===== config.mk =====
export PLATFORM = sky130hd
export DESIGN_NAME = bmp_stream_writer_core_flat
export DESIGN_NICKNAME = d
export VERILOG_FILES = /design/src/sv/bmp_sw_pkg.sv /design/src/sv/bmp_sw_ifs.sv /design/src/sv/bmp_sw_frame.sv /design/src/sv/bmp_sw_seq.sv /design/src/sv/bmp_sw_dp.sv /design/src/sv/bmp_stream_writer_core.sv /design/src/flat_wrapper.sv
export VERILOG_INCLUDE_DIRS = /design/src /design/src/sv
export SDC_FILE = /design/constraint.sdc
export NUM_CORES = 1
export LEC_CHECK = 0
export BUFFER_PORTS_ARGS = -buffer_cell sky130_fd_sc_hd__buf_2
export CAP_MARGIN = 40
export CORE_MARGIN = 5
export CORE_UTILIZATION = 50
export DETAILED_ROUTE_END_ITERATION = 8
export GPL_ROUTABILITY_DRIVEN = 0
export HOLD_SLACK_MARGIN = 0.1
export PLACE_DENSITY = 0.65
export SYNTH_ARGS = -nofsm -noshare
export SYNTH_HDL_FRONTEND = slang
export SYNTH_SLANG_ARGS = --single-unit

===== constraint.sdc =====
create_clock -name clk -period 7.3 [get_ports clk]
set_input_delay 0 -clock clk [delete_from_list [all_inputs] [get_ports clk]]
set_output_delay 0 -clock clk [all_outputs]
set_load 0.1 [all_outputs]

===== src/sv/bmp_stream_writer_core_defines.svh =====
// Assertion macros for the BMP stream writer.
// Used by the top level only; expects clk and rst in the enclosing scope.
`ifndef BMP_STREAM_WRITER_CORE_DEFINES_SVH
`define BMP_STREAM_WRITER_CORE_DEFINES_SVH
`ifndef SYNTHESIS
`define BSW_ASSERT(lbl, prop, msg) \
  lbl: assert property (@(posedge clk) disable iff (rst) prop) else $error(msg);
`define BSW_ASSERT_NEXT(lbl, pre, post, msg) \
  lbl: assert property (@(posedge clk) disable iff (rst) pre |=> post) else $error(msg);
`else
`define BSW_ASSERT(lbl, prop, msg)
`define BSW_ASSERT_NEXT(lbl, pre, post, msg)
`endif
`endif


===== src/sv/bmp_sw_pkg.sv =====
// Shared types, constants and the microcode table of the BMP stream writer.
// No dependencies; the frame, sequencer, datapath, core and bench refer to it by scoped names.
`default_nettype none
package bmp_sw_pkg;

  localparam int MAX_DIM_DEFAULT = 4096;
  localparam int CFG_W     = 13;
  localparam int STEP_W    = 6;
  localparam int HDR_BYTES = 54;
  localparam int ROWB_W    = 15;
  localparam int PROD_W    = 28;

  localparam logic [7:0] HDR_B       = 8'h42;
  localparam logic [7:0] HDR_M       = 8'h4D;
  localparam logic [7:0] HDR_OFFSET  = 8'd54;
  localparam logic [7:0] INFO_SIZE   = 8'd40;
  localparam logic [7:0] PLANES      = 8'd1;
  localparam logic [7:0] BPP         = 8'd24;
  localparam logic [7:0] MID_LEVEL   = 8'd127;

  localparam logic [STEP_W-1:0] UC_PIXEL = 6'd54;
  localparam logic [STEP_W-1:0] UC_PAD   = 6'd57;

  // configuration register indexes
  localparam logic [1:0] CFG_WIDTH    = 2'd0;
  localparam logic [1:0] CFG_HEIGHT   = 2'd1;
  localparam logic [1:0] CFG_CONTRAST = 2'd2;

  typedef enum logic [2:0] {
    SRC_CONST, SRC_SIZE, SRC_WIDTH, SRC_HEIGHT,
    SRC_BLUE, SRC_GREEN, SRC_RED, SRC_PAD
  } src_t;

  typedef enum logic [1:0] {
    OP_NEXT, OP_PIXEL_END, OP_PAD_LOOP
  } op_t;

  typedef struct packed {
    src_t       src;
    logic [1:0] lane;
    logic [7:0] value;
    op_t        op;
  } ucode_t;

  typedef struct packed {
    logic       load;
    src_t       src;
    logic [1:0] lane;
    logic [7:0] value;
    logic       run_last;
    logic       frame_last;
  } ctl_t;

  typedef struct packed {
    logic       with_header;
    logic       frame_end;
    logic [1:0] pad;
  } info_t;

  typedef struct packed {
    logic [31:0]      size;
    logic [CFG_W-1:0] width;
    logic [CFG_W-1:0] height;
  } hdr_t;

  function automatic logic [7:0] contrast_map(logic [7:0] v, logic en);
    logic [8:0] s;
    s = {1'b0, v} + 9'd255;
    if (!en) return v;
    if (v < MID_LEVEL) return {1'b0, v[7:1]};
    return s[8:1];
  endfunction

  function automatic logic [7:0] byte_of(logic [31:0] w, logic [1:0] lane);
    return w[{lane, 3'b000} +: 8];
  endfunction

  // One control word per output byte: 54 header steps, three pixel steps,
  // then a padding step that repeats.
  function automatic ucode_t ucode_rom(logic [STEP_W-1:0] pc);
    ucode_t uc;
    uc = '{src: SRC_CONST, lane: 2'd0, value: 8'd0, op: OP_NEXT};
    case (pc)
      6'd0:  uc.value = HDR_B;
      6'd1:  uc.value = HDR_M;
      6'd2, 6'd3, 6'd4, 6'd5: begin
        uc.src  = SRC_SIZE;
        uc.lane = 2'(pc - 6'd2);
      end
      6'd10: uc.value = HDR_OFFSET;
      6'd14: uc.value = INFO_SIZE;
      6'd18, 6'd19, 6'd20, 6'd21: begin
        uc.src  = SRC_WIDTH;
        uc.lane = 2'(pc - 6'd18);
      end
      6'd22, 6'd23, 6'd24, 6'd25: begin
        uc.src  = SRC_HEIGHT;
        uc.lane = 2'(pc - 6'd22);
      end
      6'd26: uc.value = PLANES;
      6'd28: uc.value = BPP;
      6'd54: uc.src = SRC_BLUE;
      6'd55: uc.src = SRC_GREEN;
      6'd56: begin
        uc.src = SRC_RED;
        uc.op  = OP_PIXEL_END;
      end
      6'd57: begin
        uc.src = SRC_PAD;
        uc.op  = OP_PAD_LOOP;
      end
      default: uc.value = 8'd0;
    endcase
    return uc;
  endfunction

endpackage
`default_nettype wire


===== src/sv/bmp_sw_ifs.sv =====
// Valid/ready channel interfaces: pixels in, file bytes out.
// No dependencies.
`default_nettype none
interface bmp_sw_pixel_if;
  logic       valid;
  logic       ready;
  logic [7:0] red;
  logic [7:0] green;
  logic [7:0] blue;
  modport source (output valid, output red, output green, output blue, input ready);
  modport sink (input valid, input red, input green, input blue, output ready);
endinterface

interface bmp_sw_byte_if;
  logic       valid;
  logic       ready;
  logic [7:0] out_byte;
  logic       run_last;
  logic       frame_last;
  modport source (output valid, output out_byte, output run_last, output frame_last,
                  input ready);
  modport sink (input valid, input out_byte, input run_last, input frame_last,
                output ready);
endinterface
`default_nettype wire


===== src/sv/bmp_sw_frame.sv =====
// Configuration registers, frame position counters and header field values.
// Depends on bmp_sw_pkg.
`default_nettype none
module bmp_sw_frame #(
  parameter int MaxDim = bmp_sw_pkg::MAX_DIM_DEFAULT
) (
  input  wire logic                         clk,
  input  wire logic                         rst,
  input  wire logic                         cfg_write,
  input  wire logic [1:0]                   cfg_index,
  input  wire logic [bmp_sw_pkg::CFG_W-1:0] cfg_data,
  input  wire logic                         accept,
  output bmp_sw_pkg::info_t                 info,
  output bmp_sw_pkg::hdr_t                  hdr,
  output logic                              contrast
);
  localparam int CntW = $clog2(MaxDim);
  localparam int CW   = bmp_sw_pkg::CFG_W;

  logic [CW-1:0]                   width_reg, height_reg;
  logic [CW-1:0]                   eff_w, eff_h;
  logic [bmp_sw_pkg::ROWB_W-1:0]   row_bytes;
  logic [bmp_sw_pkg::PROD_W-1:0]   prod;
  logic [31:0]                     size;
  logic [CntW-1:0]                 col, row;
  logic                            row_end, frame_end;

  always_ff @(posedge clk) begin
    if (rst) begin
      width_reg  <= CW'(1);
      height_reg <= CW'(1);
      contrast   <= 1'b0;
    end else if (cfg_write) begin
      unique case (cfg_index)
        bmp_sw_pkg::CFG_WIDTH:    width_reg  <= cfg_data;
        bmp_sw_pkg::CFG_HEIGHT:   height_reg <= cfg_data;
        bmp_sw_pkg::CFG_CONTRAST: contrast   <= cfg_data[0];
        default: ;
      endcase
    end
  end

  // clamp dimensions to 1..MaxDim
  always_comb begin
    if (width_reg == '0) eff_w = CW'(1);
    else if (32'(width_reg) > 32'(MaxDim)) eff_w = CW'(MaxDim);
    else eff_w = width_reg;
    if (height_reg == '0) eff_h = CW'(1);
    else if (32'(height_reg) > 32'(MaxDim)) eff_h = CW'(MaxDim);
    else eff_h = height_reg;
  end

  assign prod = bmp_sw_pkg::PROD_W'(eff_h) * bmp_sw_pkg::PROD_W'(row_bytes);

  // size pipeline: row_bytes and then size are registered after a register write
  always_ff @(posedge clk) begin
    row_bytes <= bmp_sw_pkg::ROWB_W'(eff_w) * bmp_sw_pkg::ROWB_W'(3)
               + bmp_sw_pkg::ROWB_W'(eff_w[1:0]);
    size      <= 32'(prod) + 32'(bmp_sw_pkg::HDR_BYTES);
  end

  assign row_end   = (32'(col) + 32'd1) >= 32'(eff_w);
  assign frame_end = row_end && ((32'(row) + 32'd1) >= 32'(eff_h));

  always_ff @(posedge clk) begin
    if (rst) begin
      col <= '0;
      row <= '0;
    end else if (accept) begin
      if (row_end) begin
        col <= '0;
        row <= frame_end ? '0 : row + CntW'(1);
      end else begin
        col <= col + CntW'(1);
      end
    end
  end

  assign info.with_header = (col == '0) && (row == '0);
  assign info.frame_end   = frame_end;
  assign info.pad         = row_end ? eff_w[1:0] : 2'd0;
  assign hdr.size         = size;
  assign hdr.width        = eff_w;
  assign hdr.height       = eff_h;
endmodule
`default_nettype wire


===== src/sv/bmp_sw_seq.sv =====
// Microcode sequencer: step counter over the control table, pad loop counter.
// Depends on bmp_sw_pkg.
`default_nettype none
module bmp_sw_seq (
  input  wire logic              clk,
  input  wire logic              rst,
  input  wire logic              start,
  input  wire bmp_sw_pkg::info_t info,
  input  wire logic              load_ok,
  output bmp_sw_pkg::ctl_t       ctl,
  output logic                   busy,
  output logic                   done
);
  localparam int SW = bmp_sw_pkg::STEP_W;

  logic [SW-1:0]       pc, pc_next;
  logic                busy_next;
  logic [1:0]          pad_cnt, pad_cnt_next;
  logic [1:0]          pad_q;
  logic                frame_end_q;
  bmp_sw_pkg::ucode_t  uc;
  logic                adv, step_last;

  assign uc  = bmp_sw_pkg::ucode_rom(pc);
  assign adv = busy && load_ok;

  always_comb begin
    unique case (uc.op)
      bmp_sw_pkg::OP_PIXEL_END: step_last = (pad_q == 2'd0);
      bmp_sw_pkg::OP_PAD_LOOP:  step_last = (pad_cnt == 2'(pad_q - 2'd1));
      default:                  step_last = 1'b0;
    endcase
  end

  assign done = adv && step_last;

  always_comb begin
    pc_next      = pc;
    busy_next    = busy;
    pad_cnt_next = pad_cnt;
    if (start) begin
      pc_next      = info.with_header ? '0 : bmp_sw_pkg::UC_PIXEL;
      busy_next    = 1'b1;
      pad_cnt_next = 2'd0;
    end else if (adv) begin
      if (step_last) begin
        busy_next = 1'b0;
      end else begin
        unique case (uc.op)
          bmp_sw_pkg::OP_PIXEL_END: pc_next = bmp_sw_pkg::UC_PAD;
          bmp_sw_pkg::OP_PAD_LOOP:  pad_cnt_next = pad_cnt + 2'd1;
          default:                  pc_next = pc + SW'(1);
        endcase
      end
    end
  end

  always_ff @(posedge clk) begin
    if (rst) begin
      busy    <= 1'b0;
      pc      <= '0;
      pad_cnt <= 2'd0;
    end else begin
      busy    <= busy_next;
      pc      <= pc_next;
      pad_cnt <= pad_cnt_next;
    end
  end

  // hold the per-pixel row/frame facts for the whole item
  always_ff @(posedge clk) begin
    if (start) begin
      pad_q       <= info.pad;
      frame_end_q <= info.frame_end;
    end
  end

  assign ctl.load       = adv;
  assign ctl.src        = uc.src;
  assign ctl.lane       = uc.lane;
  assign ctl.value      = uc.value;
  assign ctl.run_last   = step_last;
  assign ctl.frame_last = step_last && frame_end_q;
endmodule
`default_nettype wire


===== src/sv/bmp_sw_dp.sv =====
// Datapath: pixel capture with contrast mapping, byte select, output register.
// Depends on bmp_sw_pkg and the byte channel interface.
`default_nettype none
module bmp_sw_dp (
  input  wire logic             clk,
  input  wire logic             rst,
  input  wire logic             accept,
  input  wire logic [7:0]       red,
  input  wire logic [7:0]       green,
  input  wire logic [7:0]       blue,
  input  wire logic             contrast,
  input  wire bmp_sw_pkg::hdr_t hdr,
  input  wire bmp_sw_pkg::ctl_t ctl,
  output logic                  load_ok,
  bmp_sw_byte_if.source         stream
);
  logic [7:0] red_q, green_q, blue_q;
  logic [7:0] sel_byte;

  always_ff @(posedge clk) begin
    if (accept) begin
      red_q   <= bmp_sw_pkg::contrast_map(red, contrast);
      green_q <= bmp_sw_pkg::contrast_map(green, contrast);
      blue_q  <= bmp_sw_pkg::contrast_map(blue, contrast);
    end
  end

  always_comb begin
    unique case (ctl.src)
      bmp_sw_pkg::SRC_CONST:  sel_byte = ctl.value;
      bmp_sw_pkg::SRC_SIZE:   sel_byte = bmp_sw_pkg::byte_of(hdr.size, ctl.lane);
      bmp_sw_pkg::SRC_WIDTH:  sel_byte = bmp_sw_pkg::byte_of(32'(hdr.width), ctl.lane);
      bmp_sw_pkg::SRC_HEIGHT: sel_byte = bmp_sw_pkg::byte_of(32'(hdr.height), ctl.lane);
      bmp_sw_pkg::SRC_BLUE:   sel_byte = blue_q;
      bmp_sw_pkg::SRC_GREEN:  sel_byte = green_q;
      bmp_sw_pkg::SRC_RED:    sel_byte = red_q;
      default:                sel_byte = 8'd0;
    endcase
  end

  assign load_ok = !stream.valid || stream.ready;

  always_ff @(posedge clk) begin
    if (rst) begin
      stream.valid <= 1'b0;
    end else if (ctl.load) begin
      stream.valid <= 1'b1;
    end else if (stream.ready) begin
      stream.valid <= 1'b0;
    end
  end

  always_ff @(posedge clk) begin
    if (ctl.load) begin
      stream.out_byte   <= sel_byte;
      stream.run_last   <= ctl.run_last;
      stream.frame_last <= ctl.frame_last;
    end
  end
endmodule
`default_nettype wire


===== src/sv/bmp_stream_writer_core.sv =====
// Pixel stream to 24-bit BMP byte stream. The microcode step counter emits one
// byte per cycle from a registered output while ready does not stall it; after
// accept, a pixel's first byte passes the step register, then the output register.
// A pixel gives 3 bytes, plus 54 on opening a frame and width mod 4 at row end.
// Reset clears the row/column position and sets width 1, height 1, contrast
// off; no memory needs clearing.
`default_nettype none
`include "bmp_stream_writer_core_defines.svh"
module bmp_stream_writer_core #(
  parameter int MaxDim = bmp_sw_pkg::MAX_DIM_DEFAULT
) (
  input  wire logic                         clk,
  input  wire logic                         rst,
  bmp_sw_pixel_if.sink                      pixel,
  bmp_sw_byte_if.source                     stream,
  input  wire logic                         cfg_write,
  input  wire logic [1:0]                   cfg_index,
  input  wire logic [bmp_sw_pkg::CFG_W-1:0] cfg_data
);
  bmp_sw_pkg::info_t info;
  bmp_sw_pkg::hdr_t  hdr;
  bmp_sw_pkg::ctl_t  ctl;
  logic              contrast;
  logic              accept, busy, done, load_ok;

  // take the next pixel on the same edge that its predecessor's last byte loads
  assign pixel.ready = !busy || done;
  assign accept      = pixel.valid && pixel.ready;

  bmp_sw_frame #(.MaxDim(MaxDim)) u_frame (
    .clk       (clk),
    .rst       (rst),
    .cfg_write (cfg_write),
    .cfg_index (cfg_index),
    .cfg_data  (cfg_data),
    .accept    (accept),
    .info      (info),
    .hdr       (hdr),
    .contrast  (contrast)
  );

  bmp_sw_seq u_seq (
    .clk     (clk),
    .rst     (rst),
    .start   (accept),
    .info    (info),
    .load_ok (load_ok),
    .ctl     (ctl),
    .busy    (busy),
    .done    (done)
  );

  bmp_sw_dp u_dp (
    .clk      (clk),
    .rst      (rst),
    .accept   (accept),
    .red      (pixel.red),
    .green    (pixel.green),
    .blue     (pixel.blue),
    .contrast (contrast),
    .hdr      (hdr),
    .ctl      (ctl),
    .load_ok  (load_ok),
    .stream   (stream)
  );

  `BSW_ASSERT(a_frame_last_ends_run, stream.valid && stream.frame_last |-> stream.run_last, "frame_last without run_last")
  `BSW_ASSERT_NEXT(a_accept_starts_seq, accept, busy, "sequencer idle after accept")
  `BSW_ASSERT_NEXT(a_header_first, accept && info.with_header, ctl.src == bmp_sw_pkg::SRC_CONST && ctl.value == bmp_sw_pkg::HDR_B, "frame does not open with header")
endmodule
`default_nettype wire


===== src/flat_wrapper.sv =====
// flat-port wrapper written by rule: the top's interface ports become plain ports
module bmp_stream_writer_core_flat 
#(
  parameter int MaxDim = bmp_sw_pkg::MAX_DIM_DEFAULT
)
  (clk, rst, cfg_write, cfg_index, cfg_data, pixel_valid, pixel_red, pixel_green, pixel_blue, pixel_ready, stream_valid, stream_out_byte, stream_run_last, stream_frame_last, stream_ready);
  bmp_sw_pixel_if pixel_i ();
  bmp_sw_byte_if stream_i ();
  input  wire logic clk;
  input  wire logic rst;
  input  wire logic cfg_write;
  input  wire logic [1:0] cfg_index;
  input  wire logic [bmp_sw_pkg::CFG_W-1:0] cfg_data;
  input wire logic [$bits(pixel_i.valid)-1:0] pixel_valid;
  input wire logic [$bits(pixel_i.red)-1:0] pixel_red;
  input wire logic [$bits(pixel_i.green)-1:0] pixel_green;
  input wire logic [$bits(pixel_i.blue)-1:0] pixel_blue;
  output wire logic [$bits(pixel_i.ready)-1:0] pixel_ready;
  output wire logic [$bits(stream_i.valid)-1:0] stream_valid;
  output wire logic [$bits(stream_i.out_byte)-1:0] stream_out_byte;
  output wire logic [$bits(stream_i.run_last)-1:0] stream_run_last;
  output wire logic [$bits(stream_i.frame_last)-1:0] stream_frame_last;
  input wire logic [$bits(stream_i.ready)-1:0] stream_ready;
  assign pixel_i.valid = pixel_valid;
  assign pixel_i.red = pixel_red;
  assign pixel_i.green = pixel_green;
  assign pixel_i.blue = pixel_blue;
  assign pixel_ready = pixel_i.ready;
  assign stream_valid = stream_i.valid;
  assign stream_out_byte = stream_i.out_byte;
  assign stream_run_last = stream_i.run_last;
  assign stream_frame_last = stream_i.frame_last;
  assign stream_i.ready = stream_ready;
  bmp_stream_writer_core #(.MaxDim(MaxDim)) u_core (.clk(clk), .rst(rst), .pixel(pixel_i), .stream(stream_i), .cfg_write(cfg_write), .cfg_index(cfg_index), .cfg_data(cfg_data));
endmodule

; ---- After elaboration in Yosys (flattened, before gate mapping)
; Index checks and enable logic that the tools add are counted.
[totals]
register_bits = 142
input_bits = 44
out_inout_bits = 12
wordCells = 158
[classes]
addsub = 15
n_mul = 2
magnitude_cmp = 7
n_eq_ne = 34
n_shift = 3
n_mux = 45
bitwise = 1
n_reduce_logical = 32
[op_table]
columns = operator, n
row1 = $mux 8, 12
row2 = $shiftx 32x6->8, 3
row3 = $eq 6x5->1 const B, 10
row4 = $pmux 8 s7, 1
row5 = $mux 13, 4
row6 = $pmux 7 s6, 1
row7 = $add 28x6->29 const B, 1
row8 = $mul 13x15->28, 1
row9 = $add 8x8->9 const B, 3
row10 = $add 12x1->13 const B, 2
row11 = $ge 13x13->1, 2
row12 = $gt 13x13->1 const B, 2
row13 = $logic_not 13->1, 2
row14 = $add 12x1->12 const B, 2
row15 = $eq 6x6->1 const B, 4
row16 = $logic_not 12->1, 2
row17 = $lt 8x7->1 const B, 3
row18 = $mux 12, 2
row19 = $mux 6, 4
row20 = $pmux 3 s7, 1
row21 = $mux 1, 16
row22 = $add 15x2->15, 1
row23 = $mul 13x2->15 const B, 1
row24 = $eq 6x2->1 const B, 2
row25 = other kinds (30), 57

; ---- Longest topological paths before layout
[depth]
ltp_word = 12
ltp_mapped = 23
mapped_depth_nobuf = 21

; ---- Modules after synthesis
; A second synthesis with hierarchy kept.
[hier_totals]
cells_unflattened = 1721
hier_area_um2 = 15015.7
[modules_own_cells]
columns = module, n_inst, cells_per_inst, area_each_um2, seq_area_each_um2
row1 = bmp_sw_frame, 1, 1296, 11192.0, 1861.8
row2 = bmp_sw_dp, 1, 277, 2681.3, 1041.0
row3 = bmp_sw_seq, 1, 146, 1119.8, 270.3
row4 = bmp_stream_writer_core, 1, 2, 22.5, 0.0

; ---- Least setup slack after synthesis
; Ideal clock, no wire load.
[synth_path]
path_kind = register to register
startpoint = register u_core.u_frame.height_reg[12]
endpoint = register u_core.u_frame.size[21]
setup_ns = 0.072
arrival_ns = 5.877
required_time_ns = 7.228
slack_ns = 1.351
path_stages_with_launch = 24
path_buffers = 2
synth_period_minus_slack_ns = 5.949
cell_sequence = dfxtp_1 -> clkbuf_1 -> nor2b_1 -> buf_1 -> and2_1 -> fa_1 -> inv_1 -> fa_1 -> inv_1 -> fa_1 -> inv_1 -> fa_1 -> fa_1 -> inv_1 -> ha_1 -> ha_1 -> a211oi_2 -> o21bai_2 -> o221a_1 -> o41a_1 -> o211ai_2 -> o21bai_2 -> a21oi_2 -> xnor2_1
[synth_between]
elab_chain_cells = 5
word_cells_on_any_way = 6
classes_between = 1 x add/sub / 1 x mul / 1 x order compare / 2 x mux / 1 x reduce/logical
[synth_rtl]
columns = element, line
row1 = "start, declared", bmp_sw_frame.sv:20  ; logic [CW-1:0] width_reg, height_reg;
row2 = "start signal, assigned", bmp_sw_frame.sv:36  ; bmp_sw_pkg::CFG_HEIGHT: height_reg <= cfg_data;
row3 = $gt 13x13->1, bmp_sw_frame.sv:49  ; else if (32'(height_reg) > 32'(MaxDim)) eff_h = CW'(MaxDim);
row4 = $mux 13, bmp_sw_frame.sv:49
row5 = $mux 13 *, bmp_sw_frame.sv:48  ; if (height_reg == '0) eff_h = CW'(1);
row6 = $mul 13x15->28 *, bmp_sw_frame.sv:53  ; assign prod = bmp_sw_pkg::PROD_W'(eff_h) * bmp_sw_pkg::PROD_W'(row_bytes);
row7 = $add 28x6->29 *, bmp_sw_frame.sv:59  ; size <= 32'(prod) + 32'(bmp_sw_pkg::HDR_BYTES);
row8 = "end signal, assigned", bmp_sw_frame.sv:59
row9 = "end, declared", bmp_sw_frame.sv:24  ; logic [31:0] size;
; Every way passes the cells marked *; elsewhere a longest branch is shown, timed or not.
; A chain may end at the register's enable or synchronous reset.

; ---- Worst setup path in the final report
; Ends and elaborated chain as after synthesis.

==> flow_metrics.env <==
export IMPL_dr_wl_met2_um=18500
export IMPL_nets=2102
export IMPL_fp_coreArea_mm2=0.0287
export IMPL_netlist_top_cells_count="235 x nand2_1, 205 x inv_1, 164 x ha_1, 134 x fa_1, 103 x dfxtp_1"
export IMPL_fmax_mhz=151
export IMPL_synth_main_ff_cell="dfxtp_1"
export IMPL_cts_sinks=140
export IMPL_tightestPinTransition_ns=0.887
export IMPL_top_layer_used="met4"
export IMPL_clockBufferDepth=2
export IMPL_diodes=0
export IMPL_drive_above_1_share_pct=7.78
export IMPL_critPathMaxFanout=23
export IMPL_grt_pass1_wl_um=62300
export IMPL_drc=0
export IMPL_hold_violations=0
export IMPL_ios=56
export IMPL_wl_met1_um=16700
export IMPL_gr_total_overflow=0
export IMPL_netlist_top_cells_area="fa_1 18%, dfxtp_1 14%, ha_1 14%, edfxtp_1 7.6%, nand2_1 6.1%"
export IMPL_setup_tns_ns=0
export IMPL_cap_violations=0
export IMPL_setup_violations=0
export IMPL_netlist_area_mm2=0.0145
export IMPL_yosys_cell_count_top_type="nand2_1"
export IMPL_wl_met3_um=1730
export IMPL_cpMaxStageDelayCell="dfxtp_1"
export IMPL_slew_headroom_pct=40.7
export IMPL_post_route_min_period_ns=6.61
export IMPL_finalCritPeriodShare_pct=90.5
export IMPL_routed_via_density=5.55
export IMPL_setup_ws_ns=0.694
export IMPL_die_y_um=180
export IMPL_antenna_found_initial=0
export IMPL_largest_register_ffs=28
export IMPL_async_reset_ff_share_pct=0
export IMPL_multi_input_area_mm2=0.0103
export IMPL_dr_pass1_iters=5
export IMPL_start_kind="flip-flop"
export IMPL_synth_edf_count=37
export IMPL_ys_types=84
export IMPL_power_density_mw_per_mm2=141
export IMPL_cts_max_level=4
export IMPL_track_usage_pct=23.6
export IMPL_cp_end_kind="flip-flop"
export IMPL_path_class="reg2reg"
export IMPL_port_buffers=55
export IMPL_ir_worst_vdd_v=0.000158
export IMPL_hp_class="in2reg"
export IMPL_clk_pin_slew_ns=0.06
export IMPL_cpLargestDelayFamily="adder cells"
export IMPL_holdWs_ns=0.128
export IMPL_cts_root_buf="clkbuf_16"
export IMPL_die_x_um=180
export IMPL_dp_worst_setup_slack_ns=0.755
export IMPL_dp_hpwl_um=29700
export IMPL_critical_path_required_ns=7.66
export IMPL_critPathBufInv=4
export IMPL_netlist_instances=1665
export IMPL_yosysSeqAreaShare_pct=21.8
export IMPL_grt_pass1_vias=12100
export IMPL_timing_rr_start="u_core.u_frame.height_reg[12]$_SDFFE_PP0P_"
export IMPL_grt_max_degree=47
export IMPL_largest_register="u_core.u_frame.size"
export IMPL_wl_per_cell_um=17.8
export IMPL_seq_area_mm2=0.00317
export IMPL_clkLatencyLatePin_ns=0.44
export IMPL_path_common_cell="fa_1"
export IMPL_outcome="completed"
export IMPL_r2r_slack_ns=0.69
export IMPL_leakage_nw=7.94
export IMPL_cts_buffers=17
export IMPL_area_delta_synth_final_pct=12.7
export IMPL_drtIter0Drc=747
export IMPL_vias=12000
export IMPL_yosysTopAreaCellShare_pct=18.5
export IMPL_crit_chain="nor2b_1 -> and2_1 -> fa_1 -> inv_1 -> fa_1 -> inv_1 -> fa_1 -> inv_1 -> fa_1 -> fa_1 -> inv_1 -> ha_1 -> ha_1 -> a211oi_2 -> o21bai_2 -> o221a_1 -> o41a_1 -> o211ai_2 -> o21bai_2 -> a21oi_2 -> xnor2_1"
export IMPL_cts_tree="yes"
export IMPL_rsz0062_at_grt="false"
export IMPL_critical_path_max_stage_delay_ns=0.81
export IMPL_routed_wl_um=38400
export IMPL_fin_skew_ns=0.0161
export IMPL_die_area_mm2=0.0326
export IMPL_worstPathArrival_ns=6.96
export IMPL_setup_worst_path_start="u_core.u_frame.height_reg[12]$_SDFFE_PP0P_"
export IMPL_start_util_pct=50.6
export IMPL_synth_seq_cells=140
export IMPL_synth_nets=2007
export IMPL_synth_avg_cell_area_um2=8.73
export IMPL_yosys_area_top_type="fa_1"
export IMPL_row_count=62
export IMPL_top_regs="u_core.u_frame.size: 28 flops, u_core.u_frame.row_bytes: 14 flops"
export IMPL_ant_nets=0
export IMPL_yosys_warnings=0
export IMPL_slew_viol_final=0
export IMPL_holdCritStartpoint="pixel_red[2]"
export IMPL_power_mw=2.31
export IMPL_nFillCells=2593
## final timing paths
kind,end,depth (start not counted)
worst max-delay path,u_core.u_frame.size[21]$_DFF_P_,21
worst min-delay path,u_core.u_dp.red_q[4]$_DFFE_PP_,4
worst max register to register,u_core.u_frame.size[21]$_DFF_P_,21
worst min register to register,u_core.u_frame.height_reg[10]$_SDFFE_PP0P_,2
## routing by layer
layer  global-route usage [%]  vias to the layer above
met5                        0                        -
met1                     30.8                     5779
met3                     3.19                       83
met2                     39.9                      319
met4                     9.01                        0
li1                         -                     5787
## final cells by class
cell class	instances	area share (%)
multi-input cells	1257	63.1
clock buffers	18	2.62
flip-flops and latches	140	19.4
clock inverters	14	0.817
repair buffers	138	6.46
inverters	206	4.72
well taps	384	2.93
## tightest hold or removal path, cell delays in order
cell and delay [ns]:
buf_2 0.13, nor2_1 0.07, nand4_1 0.08, a32oi_1 0.10
## cell families after synthesis
group                    count (synthesis)  share of synthesized area (%)
AO/OA/AOI/OAI                          288                           13.5
flip-flops                             140                           21.8
XOR/XNOR                                59                           3.56
multiplexers                            21                           1.46
adder cells (fa/ha/maj)                298                           32.6
AND/OR/NAND/NOR                        591                           20.0
buffers and inverters                  268                           7.05
## cell usage in the layout, fill, tap and decap left out, types with 8 or more instances in the layout
cell type      count
buf_4             19
buf_2             55
and3_1            19
nand2_1          235
dlygate4sd3_1     64
xor2_1            22
a31oi_1           17
fa_1             134
o21a_1             8
a32o_1            13
clkbuf_16         17
nor4_1            12
mux2i_1           19
a21oi_1           86
nand2b_1          11
o21ai_0           45
nand4_1           16
dfxtp_1          103
xnor2_1           37
a21o_1            19
nor2b_1           23
and2_1            96
ha_1             164
nor2_1            87
nor3_1            21
inv_1            205
o21ai_1           12
nand3_1           32
edfxtp_1          37
## metrics by stage
step	utilization [%]	area, um2	cells
2_1_floorplan	-	14500	1665
3_3_place_gp	52.8	15200	2058
3_5_place_dp	52.9	15200	2061
4_1_cts	57.1	16400	2157
5_1_grt	57.1	16400	2157
6_report	57.1	16400	2157
## where the power goes
group	internal, mW	total, mW	switching (mW)
sequential	0.860	0.934	0.0739
combinational	0.203	0.539	0.336
clock	0.475	0.842	0.367
total	1.54	2.31	0.776
## repair_timing
action,in CTS,in global routing
buffers inserted,0,0
hold buffers,64,0
gates resized for setup,0,0
hold endpoints to repair,59,0
No activity file was read; power rests on OpenSTA's default activity.
